## src/i8up_pkg.sv

```systemverilog
// i8up_pkg: shared types, limits and helpers of the int8 nearest upscale requant core.
// No dependencies; every other file uses it by scoped names.
`timescale 1ns / 1ps

package i8up_pkg;

    localparam int MAX_WIDTH  = 4096;
    localparam int MAX_HEIGHT = 4096;
    localparam int MAX_SCALE  = 8;

    // Field widths fixed by the register map.
    localparam int DIM_W  = 13;
    localparam int SCL_W  = 4;
    localparam int MULT_W = 24;
    localparam int PIX_W  = 8;
    localparam int ADDR_W = 32;
    localparam int CFG_IDX_W  = 3;
    localparam int CFG_DATA_W = 24;

    // Widths that follow from the limits.
    localparam int COL_W = (MAX_WIDTH > 1) ? $clog2(MAX_WIDTH) : 1;
    localparam int ROW_W = (MAX_HEIGHT > 1) ? $clog2(MAX_HEIGHT) : 1;
    localparam int REP_W = (MAX_SCALE > 1) ? $clog2(MAX_SCALE) : 1;
    localparam int RS_W  = ROW_W + SCL_W;   // row * scale_h
    localparam int CS_W  = COL_W + SCL_W;   // col * scale_w
    localparam int OW_W  = DIM_W + SCL_W;   // width * scale_w, height * scale_h
    localparam int PROD_W = PIX_W + 1 + MULT_W + 1;
    localparam int ACC_W  = PROD_W + 1;
    localparam int FRAC_W = 16;

    localparam int FIFO_DEPTH = 4;
    localparam int FIFO_PTR_W = $clog2(FIFO_DEPTH);
    localparam int FIFO_CNT_W = $clog2(FIFO_DEPTH + 1);

    typedef enum logic [CFG_IDX_W-1:0] {
        REG_IN_WIDTH  = 3'd0,
        REG_IN_HEIGHT = 3'd1,
        REG_SCALE_H   = 3'd2,
        REG_SCALE_W   = 3'd3,
        REG_MULT      = 3'd4,
        REG_IN_ZP     = 3'd5,
        REG_OUT_ZP    = 3'd6
    } cfg_idx_e;

    // Configuration as held: dimensions and factors already clamped.
    typedef struct packed {
        logic [DIM_W-1:0]        w;
        logic [DIM_W-1:0]        h;
        logic [SCL_W-1:0]        sh;
        logic [SCL_W-1:0]        sw;
        logic [MULT_W-1:0]       mult;
        logic signed [PIX_W-1:0] izp;
        logic signed [PIX_W-1:0] ozp;
    } cfg_t;

    // One classified pixel waiting for replication.
    typedef struct packed {
        logic signed [PIX_W-1:0] value;
        logic [ADDR_W-1:0]       addr;
        logic [OW_W-1:0]         out_w;
    } job_t;

    function automatic logic [DIM_W-1:0] clamp_dim(input logic [DIM_W-1:0] v,
                                                   input int unsigned hi);
        logic [DIM_W-1:0] r;
        if (v == '0)
            r = DIM_W'(1);
        else if (32'(v) > hi)
            r = DIM_W'(hi);
        else
            r = v;
        return r;
    endfunction

    function automatic logic [SCL_W-1:0] clamp_scl(input logic [SCL_W-1:0] v);
        logic [SCL_W-1:0] r;
        if (v == '0)
            r = SCL_W'(1);
        else if (32'(v) > MAX_SCALE)
            r = SCL_W'(MAX_SCALE);
        else
            r = v;
        return r;
    endfunction

endpackage

```

## src/i8up_ifs.sv

```systemverilog
// i8up channel interfaces: pixel input, result output, configuration write.
// Depends on i8up_pkg for field widths.
`timescale 1ns / 1ps

interface i8up_pixel_if;
    logic                             valid;
    logic                             ready;
    logic signed [i8up_pkg::PIX_W-1:0] pixel_value;

    modport source (output valid, output pixel_value, input ready);
    modport sink   (input valid, input pixel_value, output ready);
endinterface

interface i8up_result_if;
    logic                              valid;
    logic                              ready;
    logic signed [i8up_pkg::PIX_W-1:0]  out_value;
    logic [i8up_pkg::ADDR_W-1:0]        out_address;
    logic                              last_copy;

    modport source (output valid, output out_value, output out_address,
                    output last_copy, input ready);
    modport sink   (input valid, input out_value, input out_address,
                    input last_copy, output ready);
endinterface

interface i8up_cfg_if;
    logic                                valid;
    logic                                ready;
    logic [i8up_pkg::CFG_IDX_W-1:0]      index;
    logic [i8up_pkg::CFG_DATA_W-1:0]     data;

    modport source (output valid, output index, output data, input ready);
    modport sink   (input valid, input index, input data, output ready);
endinterface

```

## src/i8up_front.sv

```systemverilog
// i8up_front: accepts pixels, tracks column/row/plane, requantizes and
// computes the first output address. Depends on i8up_pkg, i8up_pixel_if.
`timescale 1ns / 1ps

module i8up_front (
    input  logic                clk,
    input  logic                rst_n,
    i8up_pixel_if.sink          pixel,
    input  i8up_pkg::cfg_t      cfg,
    input  logic                fifo_full,
    output logic                push,
    output i8up_pkg::job_t      push_job
);

    localparam int PW = i8up_pkg::PIX_W;

    logic adv;
    logic accept;

    // position counters
    logic [i8up_pkg::COL_W-1:0]  col_reg, col_next;
    logic [i8up_pkg::ROW_W-1:0]  row_reg, row_next;
    logic                        wrap_now;
    logic [i8up_pkg::ADDR_W-1:0] plane_base_reg, plane_base_next;

    // stage 1: captured pixel and position
    logic                        s1_valid_reg;
    logic signed [PW-1:0]        s1_pix_reg;
    logic [i8up_pkg::COL_W-1:0]  s1_col_reg;
    logic [i8up_pkg::ROW_W-1:0]  s1_row_reg;
    logic                        s1_wrap_reg;

    // stage 2: products by the small factors and the requant product
    logic                        s2_valid_reg;
    logic signed [i8up_pkg::PROD_W-1:0] s2_prod_reg;
    logic [i8up_pkg::RS_W-1:0]   s2_row_sh_reg;
    logic [i8up_pkg::CS_W-1:0]   s2_col_sw_reg;
    logic [i8up_pkg::OW_W-1:0]   s2_out_w_reg;
    logic [i8up_pkg::OW_W-1:0]   s2_h_sh_reg;
    logic                        s2_wrap_reg;

    // stage 3: rounded value, line and plane offsets
    logic                        s3_valid_reg;
    logic signed [PW-1:0]        s3_q_reg;
    logic [i8up_pkg::ADDR_W-1:0] s3_line_off_reg;
    logic [i8up_pkg::CS_W-1:0]   s3_col_sw_reg;
    logic [i8up_pkg::OW_W-1:0]   s3_out_w_reg;
    logic [i8up_pkg::ADDR_W-1:0] s3_plane_sz_reg;
    logic                        s3_wrap_reg;

    logic signed [PW:0]                 diff;
    logic signed [i8up_pkg::PROD_W-1:0] prod;
    logic signed [i8up_pkg::ACC_W-1:0]  acc;
    logic [i8up_pkg::ACC_W-1:0]         mag;
    logic [i8up_pkg::ACC_W-1:0]         rnd;
    logic signed [PW-1:0]               q;
    logic [2*i8up_pkg::OW_W-1:0]        line_prod;
    logic [2*i8up_pkg::OW_W-1:0]        plane_prod;

    assign adv         = !(s3_valid_reg && fifo_full);
    assign pixel.ready = adv;
    assign accept      = pixel.valid && adv;

    // column/row advance as in raster order
    always_comb
    begin
        col_next = col_reg;
        row_next = row_reg;
        wrap_now = 1'b0;
        if ((i8up_pkg::DIM_W'(col_reg) + i8up_pkg::DIM_W'(1)) >= cfg.w)
        begin
            col_next = '0;
            if ((i8up_pkg::DIM_W'(row_reg) + i8up_pkg::DIM_W'(1)) >= cfg.h)
            begin
                row_next = '0;
                wrap_now = 1'b1;
            end
            else
            begin
                row_next = row_reg + 1'b1;
            end
        end
        else
        begin
            col_next = col_reg + 1'b1;
        end
    end

    always_ff @(posedge clk or negedge rst_n)
    begin
        if (!rst_n)
        begin
            col_reg <= '0;
            row_reg <= '0;
        end
        else if (accept)
        begin
            col_reg <= col_next;
            row_reg <= row_next;
        end
    end

    // stage valids
    always_ff @(posedge clk or negedge rst_n)
    begin
        if (!rst_n)
        begin
            s1_valid_reg <= 1'b0;
            s2_valid_reg <= 1'b0;
            s3_valid_reg <= 1'b0;
        end
        else if (adv)
        begin
            s1_valid_reg <= pixel.valid;
            s2_valid_reg <= s1_valid_reg;
            s3_valid_reg <= s2_valid_reg;
        end
    end

    assign diff = (PW+1)'(s1_pix_reg) - (PW+1)'(cfg.izp);
    assign prod = i8up_pkg::PROD_W'(diff) * $signed({1'b0, cfg.mult});

    // round half away from zero, then saturate
    always_comb
    begin
        acc = i8up_pkg::ACC_W'(s2_prod_reg)
            + (i8up_pkg::ACC_W'(cfg.ozp) <<< i8up_pkg::FRAC_W);
        mag = acc[i8up_pkg::ACC_W-1] ? (~acc + 1'b1) : acc;
        rnd = (mag + (i8up_pkg::ACC_W'(1) << (i8up_pkg::FRAC_W - 1)))
            >> i8up_pkg::FRAC_W;
        if (acc[i8up_pkg::ACC_W-1])
            q = (rnd > i8up_pkg::ACC_W'(128)) ? PW'(-128) : PW'(~rnd + 1'b1);
        else
            q = (rnd > i8up_pkg::ACC_W'(127)) ? PW'(127) : PW'(rnd);
    end

    assign line_prod  = (2*i8up_pkg::OW_W)'(s2_row_sh_reg) * (2*i8up_pkg::OW_W)'(s2_out_w_reg);
    assign plane_prod = (2*i8up_pkg::OW_W)'(s2_h_sh_reg) * (2*i8up_pkg::OW_W)'(s2_out_w_reg);

    always_ff @(posedge clk)
    begin
        if (adv)
        begin
            s1_pix_reg  <= pixel.pixel_value;
            s1_col_reg  <= col_reg;
            s1_row_reg  <= row_reg;
            s1_wrap_reg <= wrap_now;

            s2_prod_reg   <= prod;
            s2_row_sh_reg <= i8up_pkg::RS_W'(s1_row_reg) * i8up_pkg::RS_W'(cfg.sh);
            s2_col_sw_reg <= i8up_pkg::CS_W'(s1_col_reg) * i8up_pkg::CS_W'(cfg.sw);
            s2_out_w_reg  <= i8up_pkg::OW_W'(cfg.w) * i8up_pkg::OW_W'(cfg.sw);
            s2_h_sh_reg   <= i8up_pkg::OW_W'(cfg.h) * i8up_pkg::OW_W'(cfg.sh);
            s2_wrap_reg   <= s1_wrap_reg;

            s3_q_reg        <= q;
            s3_line_off_reg <= i8up_pkg::ADDR_W'(line_prod);
            s3_col_sw_reg   <= s2_col_sw_reg;
            s3_out_w_reg    <= s2_out_w_reg;
            s3_plane_sz_reg <= i8up_pkg::ADDR_W'(plane_prod);
            s3_wrap_reg     <= s2_wrap_reg;
        end
    end

    assign push = s3_valid_reg && !fifo_full;

    assign push_job.value = s3_q_reg;
    assign push_job.addr  = plane_base_reg + s3_line_off_reg
                          + i8up_pkg::ADDR_W'(s3_col_sw_reg);
    assign push_job.out_w = s3_out_w_reg;

    // plane base moves on once the last pixel of a plane has been issued
    assign plane_base_next = plane_base_reg + s3_plane_sz_reg;

    always_ff @(posedge clk or negedge rst_n)
    begin
        if (!rst_n)
            plane_base_reg <= '0;
        else if (push && s3_wrap_reg)
            plane_base_reg <= plane_base_next;
    end

endmodule

```

## src/i8up_fifo.sv

```systemverilog
// i8up_fifo: short job queue between the front and the back.
// Depends on i8up_pkg.
`timescale 1ns / 1ps

module i8up_fifo (
    input  logic            clk,
    input  logic            rst_n,
    input  logic            push,
    input  i8up_pkg::job_t  push_job,
    output logic            full,
    input  logic            pop,
    output logic            head_valid,
    output i8up_pkg::job_t  head_job
);

    i8up_pkg::job_t mem [i8up_pkg::FIFO_DEPTH];

    logic [i8up_pkg::FIFO_PTR_W-1:0] wr_ptr_reg, rd_ptr_reg;
    logic [i8up_pkg::FIFO_CNT_W-1:0] count_reg, count_next;

    assign full       = (count_reg == i8up_pkg::FIFO_CNT_W'(i8up_pkg::FIFO_DEPTH));
    assign head_valid = (count_reg != '0);
    assign head_job   = mem[rd_ptr_reg];

    always_comb
    begin
        count_next = count_reg;
        if (push && !pop)
            count_next = count_reg + 1'b1;
        else if (pop && !push)
            count_next = count_reg - 1'b1;
    end

    always_ff @(posedge clk)
    begin
        if (push)
            mem[wr_ptr_reg] <= push_job;
    end

    always_ff @(posedge clk or negedge rst_n)
    begin
        if (!rst_n)
        begin
            wr_ptr_reg <= '0;
            rd_ptr_reg <= '0;
            count_reg  <= '0;
        end
        else
        begin
            if (push)
                wr_ptr_reg <= (32'(wr_ptr_reg) == i8up_pkg::FIFO_DEPTH - 1)
                            ? '0 : wr_ptr_reg + 1'b1;
            if (pop)
                rd_ptr_reg <= (32'(rd_ptr_reg) == i8up_pkg::FIFO_DEPTH - 1)
                            ? '0 : rd_ptr_reg + 1'b1;
            count_reg <= count_next;
        end
    end

endmodule

```

## src/i8up_back.sv

```systemverilog
// i8up_back: replicates each job into scale_h x scale_w copies, one per cycle
// while not stalled, via an output register. Depends on i8up_pkg, i8up_result_if.
`timescale 1ns / 1ps

module i8up_back (
    input  logic            clk,
    input  logic            rst_n,
    input  i8up_pkg::cfg_t  cfg,
    input  logic            head_valid,
    input  i8up_pkg::job_t  head_job,
    output logic            pop,
    i8up_result_if.source   result
);

    logic                               cur_valid_reg;
    logic signed [i8up_pkg::PIX_W-1:0]  cur_value_reg;
    logic [i8up_pkg::ADDR_W-1:0]        line_reg;
    logic [i8up_pkg::OW_W-1:0]          out_w_reg;
    logic [i8up_pkg::REP_W-1:0]         rx_reg;
    logic [i8up_pkg::REP_W-1:0]         ry_reg;

    logic                               out_valid_reg;
    logic signed [i8up_pkg::PIX_W-1:0]  out_value_reg;
    logic [i8up_pkg::ADDR_W-1:0]        out_addr_reg;
    logic                               out_last_reg;

    logic emit;
    logic end_x;
    logic end_y;
    logic last;

    assign emit  = cur_valid_reg && (!out_valid_reg || result.ready);
    assign end_x = (i8up_pkg::SCL_W'(rx_reg) == cfg.sw - i8up_pkg::SCL_W'(1));
    assign end_y = (i8up_pkg::SCL_W'(ry_reg) == cfg.sh - i8up_pkg::SCL_W'(1));
    assign last  = end_x && end_y;
    assign pop   = head_valid && (!cur_valid_reg || (emit && last));

    always_ff @(posedge clk or negedge rst_n)
    begin
        if (!rst_n)
            cur_valid_reg <= 1'b0;
        else if (pop)
            cur_valid_reg <= 1'b1;
        else if (emit && last)
            cur_valid_reg <= 1'b0;
    end

    always_ff @(posedge clk)
    begin
        if (pop)
        begin
            cur_value_reg <= head_job.value;
            line_reg      <= head_job.addr;
            out_w_reg     <= head_job.out_w;
            rx_reg        <= '0;
            ry_reg        <= '0;
        end
        else if (emit)
        begin
            if (end_x)
            begin
                rx_reg   <= '0;
                ry_reg   <= ry_reg + 1'b1;
                line_reg <= line_reg + i8up_pkg::ADDR_W'(out_w_reg);
            end
            else
            begin
                rx_reg <= rx_reg + 1'b1;
            end
        end
    end

    always_ff @(posedge clk or negedge rst_n)
    begin
        if (!rst_n)
            out_valid_reg <= 1'b0;
        else if (emit)
            out_valid_reg <= 1'b1;
        else if (result.ready)
            out_valid_reg <= 1'b0;
    end

    always_ff @(posedge clk)
    begin
        if (emit)
        begin
            out_value_reg <= cur_value_reg;
            out_addr_reg  <= line_reg + i8up_pkg::ADDR_W'(rx_reg);
            out_last_reg  <= last;
        end
    end

    assign result.valid       = out_valid_reg;
    assign result.out_value   = out_value_reg;
    assign result.out_address = out_addr_reg;
    assign result.last_copy   = out_last_reg;

endmodule

```

## src/int8_nearest_upscale_requant_core.sv

```systemverilog
// int8_nearest_upscale_requant_core: top level with the configuration registers,
// front end, job queue and replication back end. Depends on i8up_pkg, i8up_ifs.
// Path: a pixel passes 3 front stages, the queue, the back end and the output reg
// before its first copy is offered. Throughput: the back end issues one copy per
// cycle into its output register while the output is not stalled, so each pixel
// gives scale_h*scale_w copies.
// Reset: registers return to defaults (1,1,1,1,65536,0,0); position, plane base
// and all valids clear at once; no clearing pass, configuration always ready.
`timescale 1ns / 1ps

module int8_nearest_upscale_requant_core (
    input  logic          clk,
    input  logic          rst_n,
    i8up_pixel_if.sink    pixel,
    i8up_result_if.source result,
    i8up_cfg_if.sink      cfg
);

    // Configuration held already clamped, so downstream sees legal values.
    i8up_pkg::cfg_t cfg_reg;

    // Front -> queue -> back
    logic           fifo_full;
    logic           push;
    i8up_pkg::job_t push_job;
    logic           pop;
    logic           head_valid;
    i8up_pkg::job_t head_job;

    // Writes are taken in any cycle; an index past the map is dropped.
    assign cfg.ready = 1'b1;

    always_ff @(posedge clk or negedge rst_n)
    begin
        if (!rst_n)
        begin
            cfg_reg.w    <= i8up_pkg::DIM_W'(1);
            cfg_reg.h    <= i8up_pkg::DIM_W'(1);
            cfg_reg.sh   <= i8up_pkg::SCL_W'(1);
            cfg_reg.sw   <= i8up_pkg::SCL_W'(1);
            cfg_reg.mult <= i8up_pkg::MULT_W'(65536);
            cfg_reg.izp  <= '0;
            cfg_reg.ozp  <= '0;
        end
        else if (cfg.valid)
        begin
            unique case (cfg.index)
                i8up_pkg::REG_IN_WIDTH:
                    cfg_reg.w <= i8up_pkg::clamp_dim(cfg.data[i8up_pkg::DIM_W-1:0],
                                                     i8up_pkg::MAX_WIDTH);
                i8up_pkg::REG_IN_HEIGHT:
                    cfg_reg.h <= i8up_pkg::clamp_dim(cfg.data[i8up_pkg::DIM_W-1:0],
                                                     i8up_pkg::MAX_HEIGHT);
                i8up_pkg::REG_SCALE_H:
                    cfg_reg.sh <= i8up_pkg::clamp_scl(cfg.data[i8up_pkg::SCL_W-1:0]);
                i8up_pkg::REG_SCALE_W:
                    cfg_reg.sw <= i8up_pkg::clamp_scl(cfg.data[i8up_pkg::SCL_W-1:0]);
                i8up_pkg::REG_MULT:
                    cfg_reg.mult <= cfg.data[i8up_pkg::MULT_W-1:0];
                i8up_pkg::REG_IN_ZP:
                    cfg_reg.izp <= cfg.data[i8up_pkg::PIX_W-1:0];
                i8up_pkg::REG_OUT_ZP:
                    cfg_reg.ozp <= cfg.data[i8up_pkg::PIX_W-1:0];
                default:
                    ;
            endcase
        end
    end

    // Front: position tracking, requant pipeline, first address of each pixel.
    i8up_front u_front (
        .clk      (clk),
        .rst_n    (rst_n),
        .pixel    (pixel),
        .cfg      (cfg_reg),
        .fifo_full(fifo_full),
        .push     (push),
        .push_job (push_job)
    );

    // Queue decouples the multi-cycle replication from the front pipeline.
    i8up_fifo u_fifo (
        .clk       (clk),
        .rst_n     (rst_n),
        .push      (push),
        .push_job  (push_job),
        .full      (fifo_full),
        .pop       (pop),
        .head_valid(head_valid),
        .head_job  (head_job)
    );

    // Back: walks column repeats within each row repeat, one copy per cycle unless stalled.
    i8up_back u_back (
        .clk       (clk),
        .rst_n     (rst_n),
        .cfg       (cfg_reg),
        .head_valid(head_valid),
        .head_job  (head_job),
        .pop       (pop),
        .result    (result)
    );

endmodule

```

## src/flat_wrapper.sv

```systemverilog
// flat-port wrapper written by rule: the top's interface ports become plain ports
module int8_nearest_upscale_requant_core_flat 
  (clk, rst_n, pixel_valid, pixel_pixel_value, pixel_ready, result_valid, result_out_value, result_out_address, result_last_copy, result_ready, cfg_valid, cfg_index, cfg_data, cfg_ready);
  i8up_pixel_if pixel_i ();
  i8up_result_if result_i ();
  i8up_cfg_if cfg_i ();
  input  logic clk;
  input  logic rst_n;
  input wire logic [$bits(pixel_i.valid)-1:0] pixel_valid;
  input wire logic [$bits(pixel_i.pixel_value)-1:0] pixel_pixel_value;
  output wire logic [$bits(pixel_i.ready)-1:0] pixel_ready;
  output wire logic [$bits(result_i.valid)-1:0] result_valid;
  output wire logic [$bits(result_i.out_value)-1:0] result_out_value;
  output wire logic [$bits(result_i.out_address)-1:0] result_out_address;
  output wire logic [$bits(result_i.last_copy)-1:0] result_last_copy;
  input wire logic [$bits(result_i.ready)-1:0] result_ready;
  input wire logic [$bits(cfg_i.valid)-1:0] cfg_valid;
  input wire logic [$bits(cfg_i.index)-1:0] cfg_index;
  input wire logic [$bits(cfg_i.data)-1:0] cfg_data;
  output wire logic [$bits(cfg_i.ready)-1:0] cfg_ready;
  assign pixel_i.valid = pixel_valid;
  assign pixel_i.pixel_value = pixel_pixel_value;
  assign pixel_ready = pixel_i.ready;
  assign result_valid = result_i.valid;
  assign result_out_value = result_i.out_value;
  assign result_out_address = result_i.out_address;
  assign result_last_copy = result_i.last_copy;
  assign result_i.ready = result_ready;
  assign cfg_i.valid = cfg_valid;
  assign cfg_i.index = cfg_index;
  assign cfg_i.data = cfg_data;
  assign cfg_ready = cfg_i.ready;
  int8_nearest_upscale_requant_core u_core (.clk(clk), .rst_n(rst_n), .pixel(pixel_i), .result(result_i), .cfg(cfg_i));
endmodule
```

## config.mk

```make
export PLATFORM = sky130hd
export DESIGN_NAME = int8_nearest_upscale_requant_core_flat
export DESIGN_NICKNAME = d
export VERILOG_FILES = /design/src/i8up_pkg.sv /design/src/i8up_ifs.sv /design/src/i8up_front.sv /design/src/i8up_fifo.sv /design/src/i8up_back.sv /design/src/int8_nearest_upscale_requant_core.sv /design/src/flat_wrapper.sv
export SDC_FILE = /design/constraint.sdc
export NUM_CORES = 2
export LEC_CHECK = 0
export BUFFER_PORTS_ARGS = -buffer_cell sky130_fd_sc_hd__buf_2
export CAP_MARGIN = 40
export CORE_ASPECT_RATIO = 1.2
export CORE_UTILIZATION = 47
export DETAILED_ROUTE_END_ITERATION = 7
export HOLD_SLACK_MARGIN = 0.02
export PLACE_DENSITY_LB_ADDON = 0.15
export REMOVE_ABC_BUFFERS = 1
export SETUP_SLACK_MARGIN = 0.02
export SLEW_MARGIN = 0
export SYNTH_ARGS = -nofsm -noshare
export SYNTH_HDL_FRONTEND = slang
export SYNTH_SLANG_ARGS = --single-unit
```

## constraint.sdc

```tcl
create_clock -name clk -period 7.9 [get_ports clk]
set_input_delay 0.79 -clock clk [delete_from_list [all_inputs] [get_ports clk]]
set_output_delay 0.79 -clock clk [all_outputs]
set_load 0.1 [all_outputs]
```

# Word-level counts from Yosys, hierarchy flattened
# Memory sizes are Yosys's and may differ from the RTL's.
# Cells that the tools add are included.
# totals
register_bits,486
ram_bits,228
output_inout_bits,44
word_cells,153
mem_count,1
# mem_list
memory,depth,word_bits,rd,rd_ports_with_merged_regs,wr,line,rtl
u_core.u_fifo.mem,4,57,1,0,1,i8up_fifo.sv:16,i8up_pkg::job_t mem [i8up_pkg::FIFO_DEPTH];
# op_classes
addsub,22
n_mul,7
magnitude_cmp,6
eq_ne,11
n_mux,25
n_bitwise,2
reduce_logical,37
# ops
cell,n
$mux W32,3
$add A32 B32 Y32,2
$add A34 B24 Y35,1
$add A35 B1 Y35 const B,1
$add A35 B16 Y35 const B,1
$mux W35,1
$not A35 Y35,1
$mul A13 B4 Y17,2
$mul A9 B25 Y34,1
$add A32 B16 Y32,1
$add A32 B17 Y32,1
$add A32 B3 Y32,1
$mul A12 B4 Y16,2
$mul A16 B17 Y32,1
$mul A17 B17 Y32,1
$add A12 B1 Y13 const B,2
$ge A13 B13 Y1,2
$mux W13,2
$add A12 B1 Y12 const B,2
$mux W12,2
$mux W8,3
$reduce_and A2 Y1,10
$gt A19 B7 Y1 const B,1
$gt A19 B8 Y1 const B,1
other kinds (26),65

# Depth between registers and ports, before layout
# depth
depth_word,9
depth_mapped,34
depth_no_buf,33

# By module
# Synthesis repeated with hierarchy kept, for this count alone.
# hier_totals
hier_cells,5955
area_unflattened_um2,63618.5
# by_module_without_submodules
module,instances,cells_per_inst,area_per_inst_um2,seq_area_each_um2
i8up_front,1,4905,46388.2,8683.3
i8up_fifo,1,335,8650.8,7021.7
i8up_back,1,495,5596.6,3113.0
int8_nearest_upscale_requant_core,1,220,2982.9,1858.0

# Worst setup path after synthesis
# No wires, ideal clock.
# synth_path
kind,flip-flop to flip-flop
from,register u_core.u_fifo.count_reg[0] (netlist name)
to,register u_core.u_front.row_reg[5] (netlist name)
setup_ns,0.126
arrival_time_ns,7.467
t_required_ns,7.774
slack_ns,0.307
path_stages_with_launch,9
synth_period_minus_slack_ns,7.593
path_cell_list,dfrtp_1 > nor2_1 > and3_1 > inv_1 > and2_1 > clkbuf_1 > o21ai_0 > clkbuf_1 > a221o_1
# synth_between
elab_chain_cells,5
# synth_rtl
item,line,rtl
start: declaration,i8up_fifo.sv:19,"logic [i8up_pkg::FIFO_CNT_W-1:0] count_reg, count_next;"
start signal: assignment,i8up_fifo.sv:56,count_reg <= count_next;
$eq A3 B3 Y1,i8up_fifo.sv:21,assign full = (count_reg == i8up_pkg::FIFO_CNT_W'(i8up_pkg::FIFO_DEPTH));
$logic_and A1 B1 Y1,i8up_front.sv:60,assign adv = !(s3_valid_reg && fifo_full);
$logic_not A1 Y1,i8up_front.sv:60,
named net pixel_ready,flat_wrapper.sv:11,output wire logic [$bits(pixel_i.ready)-1:0] pixel_ready;
$logic_and A1 B1 Y1,i8up_front.sv:62,assign accept = pixel.valid && adv;
$reduce_and A2 Y1 (no line),--,
end signal: assignment,i8up_front.sv:99,row_reg <= row_next;
end: declaration,i8up_front.sv:22,"logic [i8up_pkg::ROW_W-1:0] row_reg, row_next;"
# The timed path passes the listed nets, and every way through them passes these cells.
# A chain may end at the register's enable or synchronous reset.

# Worst setup path after layout
# layout_path
from,register u_core.u_front.s1_pix_reg[0]
to,register u_core.u_front.s2_prod_reg[27] (netlist name) (data pin)
# layout_between
elab_chain_cells,2
# layout_rtl
item,line,rtl
start: declaration,i8up_front.sv:28,logic signed [PW-1:0] s1_pix_reg;
start signal: assignment,i8up_front.sv:144,s1_pix_reg <= pixel.pixel_value;
$sub A8 B8 Y9,i8up_front.sv:120,assign diff = (PW+1)'(s1_pix_reg) - (PW+1)'(cfg.izp);
$mul A9 B25 Y34,i8up_front.sv:121,"assign prod = i8up_pkg::PROD_W'(diff) * $signed({1'b0, cfg.mult});"
"named net u_core.u_front.prod, one bit",i8up_front.sv:52,logic signed [i8up_pkg::PROD_W-1:0] prod;
end signal: assignment,i8up_front.sv:149,s2_prod_reg <= prod;
end: declaration,i8up_front.sv:35,logic signed [i8up_pkg::PROD_W-1:0] s2_prod_reg;
# The timed path passes the listed nets, and every way through them passes these cells.

==> reports/qor.json <==
{
  "yosys_most_used_dff": {"value": "edfxtp_1"},
  "seq_area": {"value": 0.02068, "unit": "mm^2"},
  "hold_path.class": {"value": "in -> reg"},
  "die_width": {"value": 335.4, "unit": "um"},
  "clock-sinks": {"value": 714},
  "area_growth": {"value": 9.239, "unit": "%"},
  "final_nets": {"value": 7180},
  "initial_antenna_violation_count": {"value": 3},
  "ys_ff_latch": {"value": 714},
  "first_global_vias": {"value": 43510},
  "drt_pass1_iterations": {"value": 6},
  "timing_worst_slew_pin_value": {"value": 946.2, "unit": "ps"},
  "design.die.area": {"value": 0.1349, "unit": "mm^2"},
  "h_tree_levels": {"value": 3},
  "detailed_router_s_first_iteration_violation_count": {"value": 1796},
  "routed_wire_length_per_instance": {"value": 17.64, "unit": "um"},
  "top_cell_types_by_occurrence_after_synthesis": {"value": "inv_1 (835), nand2_1 (792), fa_1 (692), edfxtp_1 (566), ha_1 (528)"},
  "worstSetupEndpointType": {"value": "register"},
  "timing.max_slew.rel_slack": {"value": 0.3692},
  "portBuffers": {"value": 82},
  "final_number_of_max_transition_violations": {"value": 0},
  "cts-root-buf": {"value": "clkbuf_16"},
  "vias_per_cell": {"value": 5.237},
  "routed_wirelength": {"value": 137000, "unit": "um"},
  "syn_avg_cell_area": {"value": 10.71, "unit": "um^2"},
  "grt_max_degree": {"value": 78},
  "timing.max_cap.violations": {"value": 0},
  "critPathMaxStageDelay": {"value": 490, "unit": "ps"},
  "worst-path-max-fanout": {"value": 3},
  "clkLatencyLatePin": {"value": 720, "unit": "ps"},
  "detail_route.drc_violations": {"value": 0},
  "area_used_by_multi_input_combinational_logic": {"value": 0.03814, "unit": "mm^2"},
  "worst_setup_path_start_kind": {"value": "register"},
  "critical_path_required": {"value": 8330, "unit": "ps"},
  "postSynthCellCount": {"value": 5855},
  "cts_inserted_buffers": {"value": 82},
  "worst_ep_arrival_time": {"value": 7860, "unit": "ps"},
  "cts_max_path_buffers": {"value": 3},
  "run_status": {"value": "finished clean"},
  "period_needed": {"value": 7425, "unit": "ps"},
  "synth_top_cell_area_share": {"value": 0.2711},
  "final-hold-violation-count": {"value": 0},
  "cp_top_family": {"value": "adder cells"},
  "clock-skew-final": {"value": 45.50, "unit": "ps"},
  "final-setup-viol-count": {"value": 0},
  "area_of_the_mapped_netlist": {"value": 0.06270, "unit": "mm^2"},
  "number_of_synthesized_flops_with_an_enable_pin": {"value": 566},
  "final_layout_fill_cell_count": {"value": 11900},
  "die_y": {"value": 402.1, "unit": "um"},
  "initial_core_util": {"value": 0.4741},
  "place.detailed.hpwl": {"value": 107600, "unit": "um"},
  "ys_types": {"value": 97},
  "fin_hold_ws": {"value": 265.8, "unit": "ps"},
  "overflow": {"value": 0},
  "grt_setup_unrepaired": {"value": "no"},
  "setup.worst_path.class": {"value": "reg -> reg"},
  "synth.top_cells.by_area": {"value": "edfxtp_1 (27%), fa_1 (22%), ha_1 (11%), dfrtp_1 (5.5%), inv_1 (5.0%)"},
  "cts_tree": {"value": "built"},
  "synth_top_area_cell": {"value": "edfxtp_1"},
  "fmaxAchievable": {"value": 0.1347, "unit": "GHz"},
  "core_area": {"value": 0.1323, "unit": "mm^2"},
  "share_of_post_route_cells_with_drive_strength_above_1": {"value": 0.08535},
  "track_usage": {"value": 0.2110},
  "postSynth.asyncResetShare": {"value": 0.1989},
  "ys_warnings": {"value": 0},
  "largest_reg_flops": {"value": 228},
  "period_share": {"value": 0.9399},
  "gpl.final_weighted_congestion": {"value": 0.8463},
  "critical_path.most_common_cell": {"value": "fa_1"},
  "seq_area_frac_synth": {"value": 0.3298},
  "design.portCount": {"value": 84},
  "grt_pass1_wl": {"value": 226300, "unit": "um"},
  "vias": {"value": 40660},
  "synth_most_common_cell": {"value": "inv_1"},
  "std_cell_rows": {"value": 146},
  "clk_transition_reported_paths": {"value": 70, "unit": "ps"},
  "drtAntennaViolNets": {"value": 0},
  "critical_path.n_buffers_inverters": {"value": 6},
  "critPathSlowestCell": {"value": "fa_1"}
}
## area by class of cell
type,instances,area share
Antenna cell,1,0.00003653
Clock inverter,42,0.006211
Sequential cell,714,0.3019
Inverter,835,0.04587
Timing Repair Buffer,194,0.02316
Tap cell,1776,0.03244
Multi-Input combinational cell,4093,0.5568
Clock buffer,109,0.03354
## per-layer routing
metal,global-route usage,up-vias,routed length (um)
li1,-,19430,-
met1,0.2629,20370,58650
met2,0.3789,649,69740
met3,0.02424,209,4889
met4,0.06777,0,3714
met5,0,-,0
## placed cells by master (no fill, tap or decap), drive strengths merged, types with 19 or more instances in the layout
master and count:
a21o 71, buf 193, inv 839, clkinv 30
and3 40, o21bai 36, dfrtp 137, and2 342
nor2 185, nor2b 39, xnor2 198, a21oi 191
nand2 792, mux2 52, nand3 70, xor2 110
o21ai 202, edfxtp 566, or2 24, ha 528
nand2b 82, o21a 38, clkbuf 109, mux4 57
nor4 19, nor3 66, nand4 24, or3 24
fa 692
## worst paths after layout
check	slack, ps	start	to	depth (start not counted)
hold / removal	270	pixel_pixel_value[6]	u_core.u_front.s1_pix_reg[6]$_DFFE_PN_	1
min in group asynchronous	510	rst_n	u_core.cfg_reg[23]$_DFFE_PN0P_	2
setup / recovery	470	u_core.u_front.s1_pix_reg[0]$_DFFE_PN_	u_core.u_front.s2_prod_reg[27]$_DFFE_PN_	33
hold reg to reg	410	u_core.u_back.cur_value_reg[0]$_DFFE_PP_	u_core.u_back.result.out_value[0]$_DFFE_PP_	0
max in group asynchronous	6550	rst_n	u_core.u_front.plane_base_reg[30]$_DFFE_PN0P_	4
setup reg to reg	470	u_core.u_front.s1_pix_reg[0]$_DFFE_PN_	u_core.u_front.s2_prod_reg[27]$_DFFE_PN_	33
## logic make-up (layout without fill, tap and decap cells)
kind of cell	count (synthesis)	count (layout)	share of synthesized area
xor+xnor	308	308	0.04302
mux	124	124	0.03227
simple gates	1744	1744	0.1341
compound gates	696	696	0.07118
fa+ha+maj	1220	1220	0.3263
buf+inv	1048	1180	0.06328
other cells	1	2	0.00005981
flops	714	714	0.3298
## metrics by stage
stage | std cells | worst slack, ps | setup TNS [ps] | utilization | cell area [um^2]
6_report | 7764 | 474.5 | 0 | 0.5179 | 68490
5_1_grt | 7763 | 43.54 | 0 | 0.5179 | 68490
4_1_cts | 7762 | 143.4 | 0 | 0.5175 | 68450
3_5_place_dp | 7610 | 204.1 | 0 | 0.4969 | 65710
3_3_place_gp | 7589 | 254.1 | 0 | 0.4933 | 65250
2_1_floorplan | 5642 | -449.6 | -2441 | - | 61870
## what timing repair did
action	in CTS	in global routing
buffers inserted	0	1
endpoints found under the hold margin	16	0
hold buffers	1	0
endpoints found under the setup margin	0	6
gates resized for setup	0	14
Power is not shown: default switching activity piles up to over one toggle a cycle in this logic, so the estimate is an artifact.
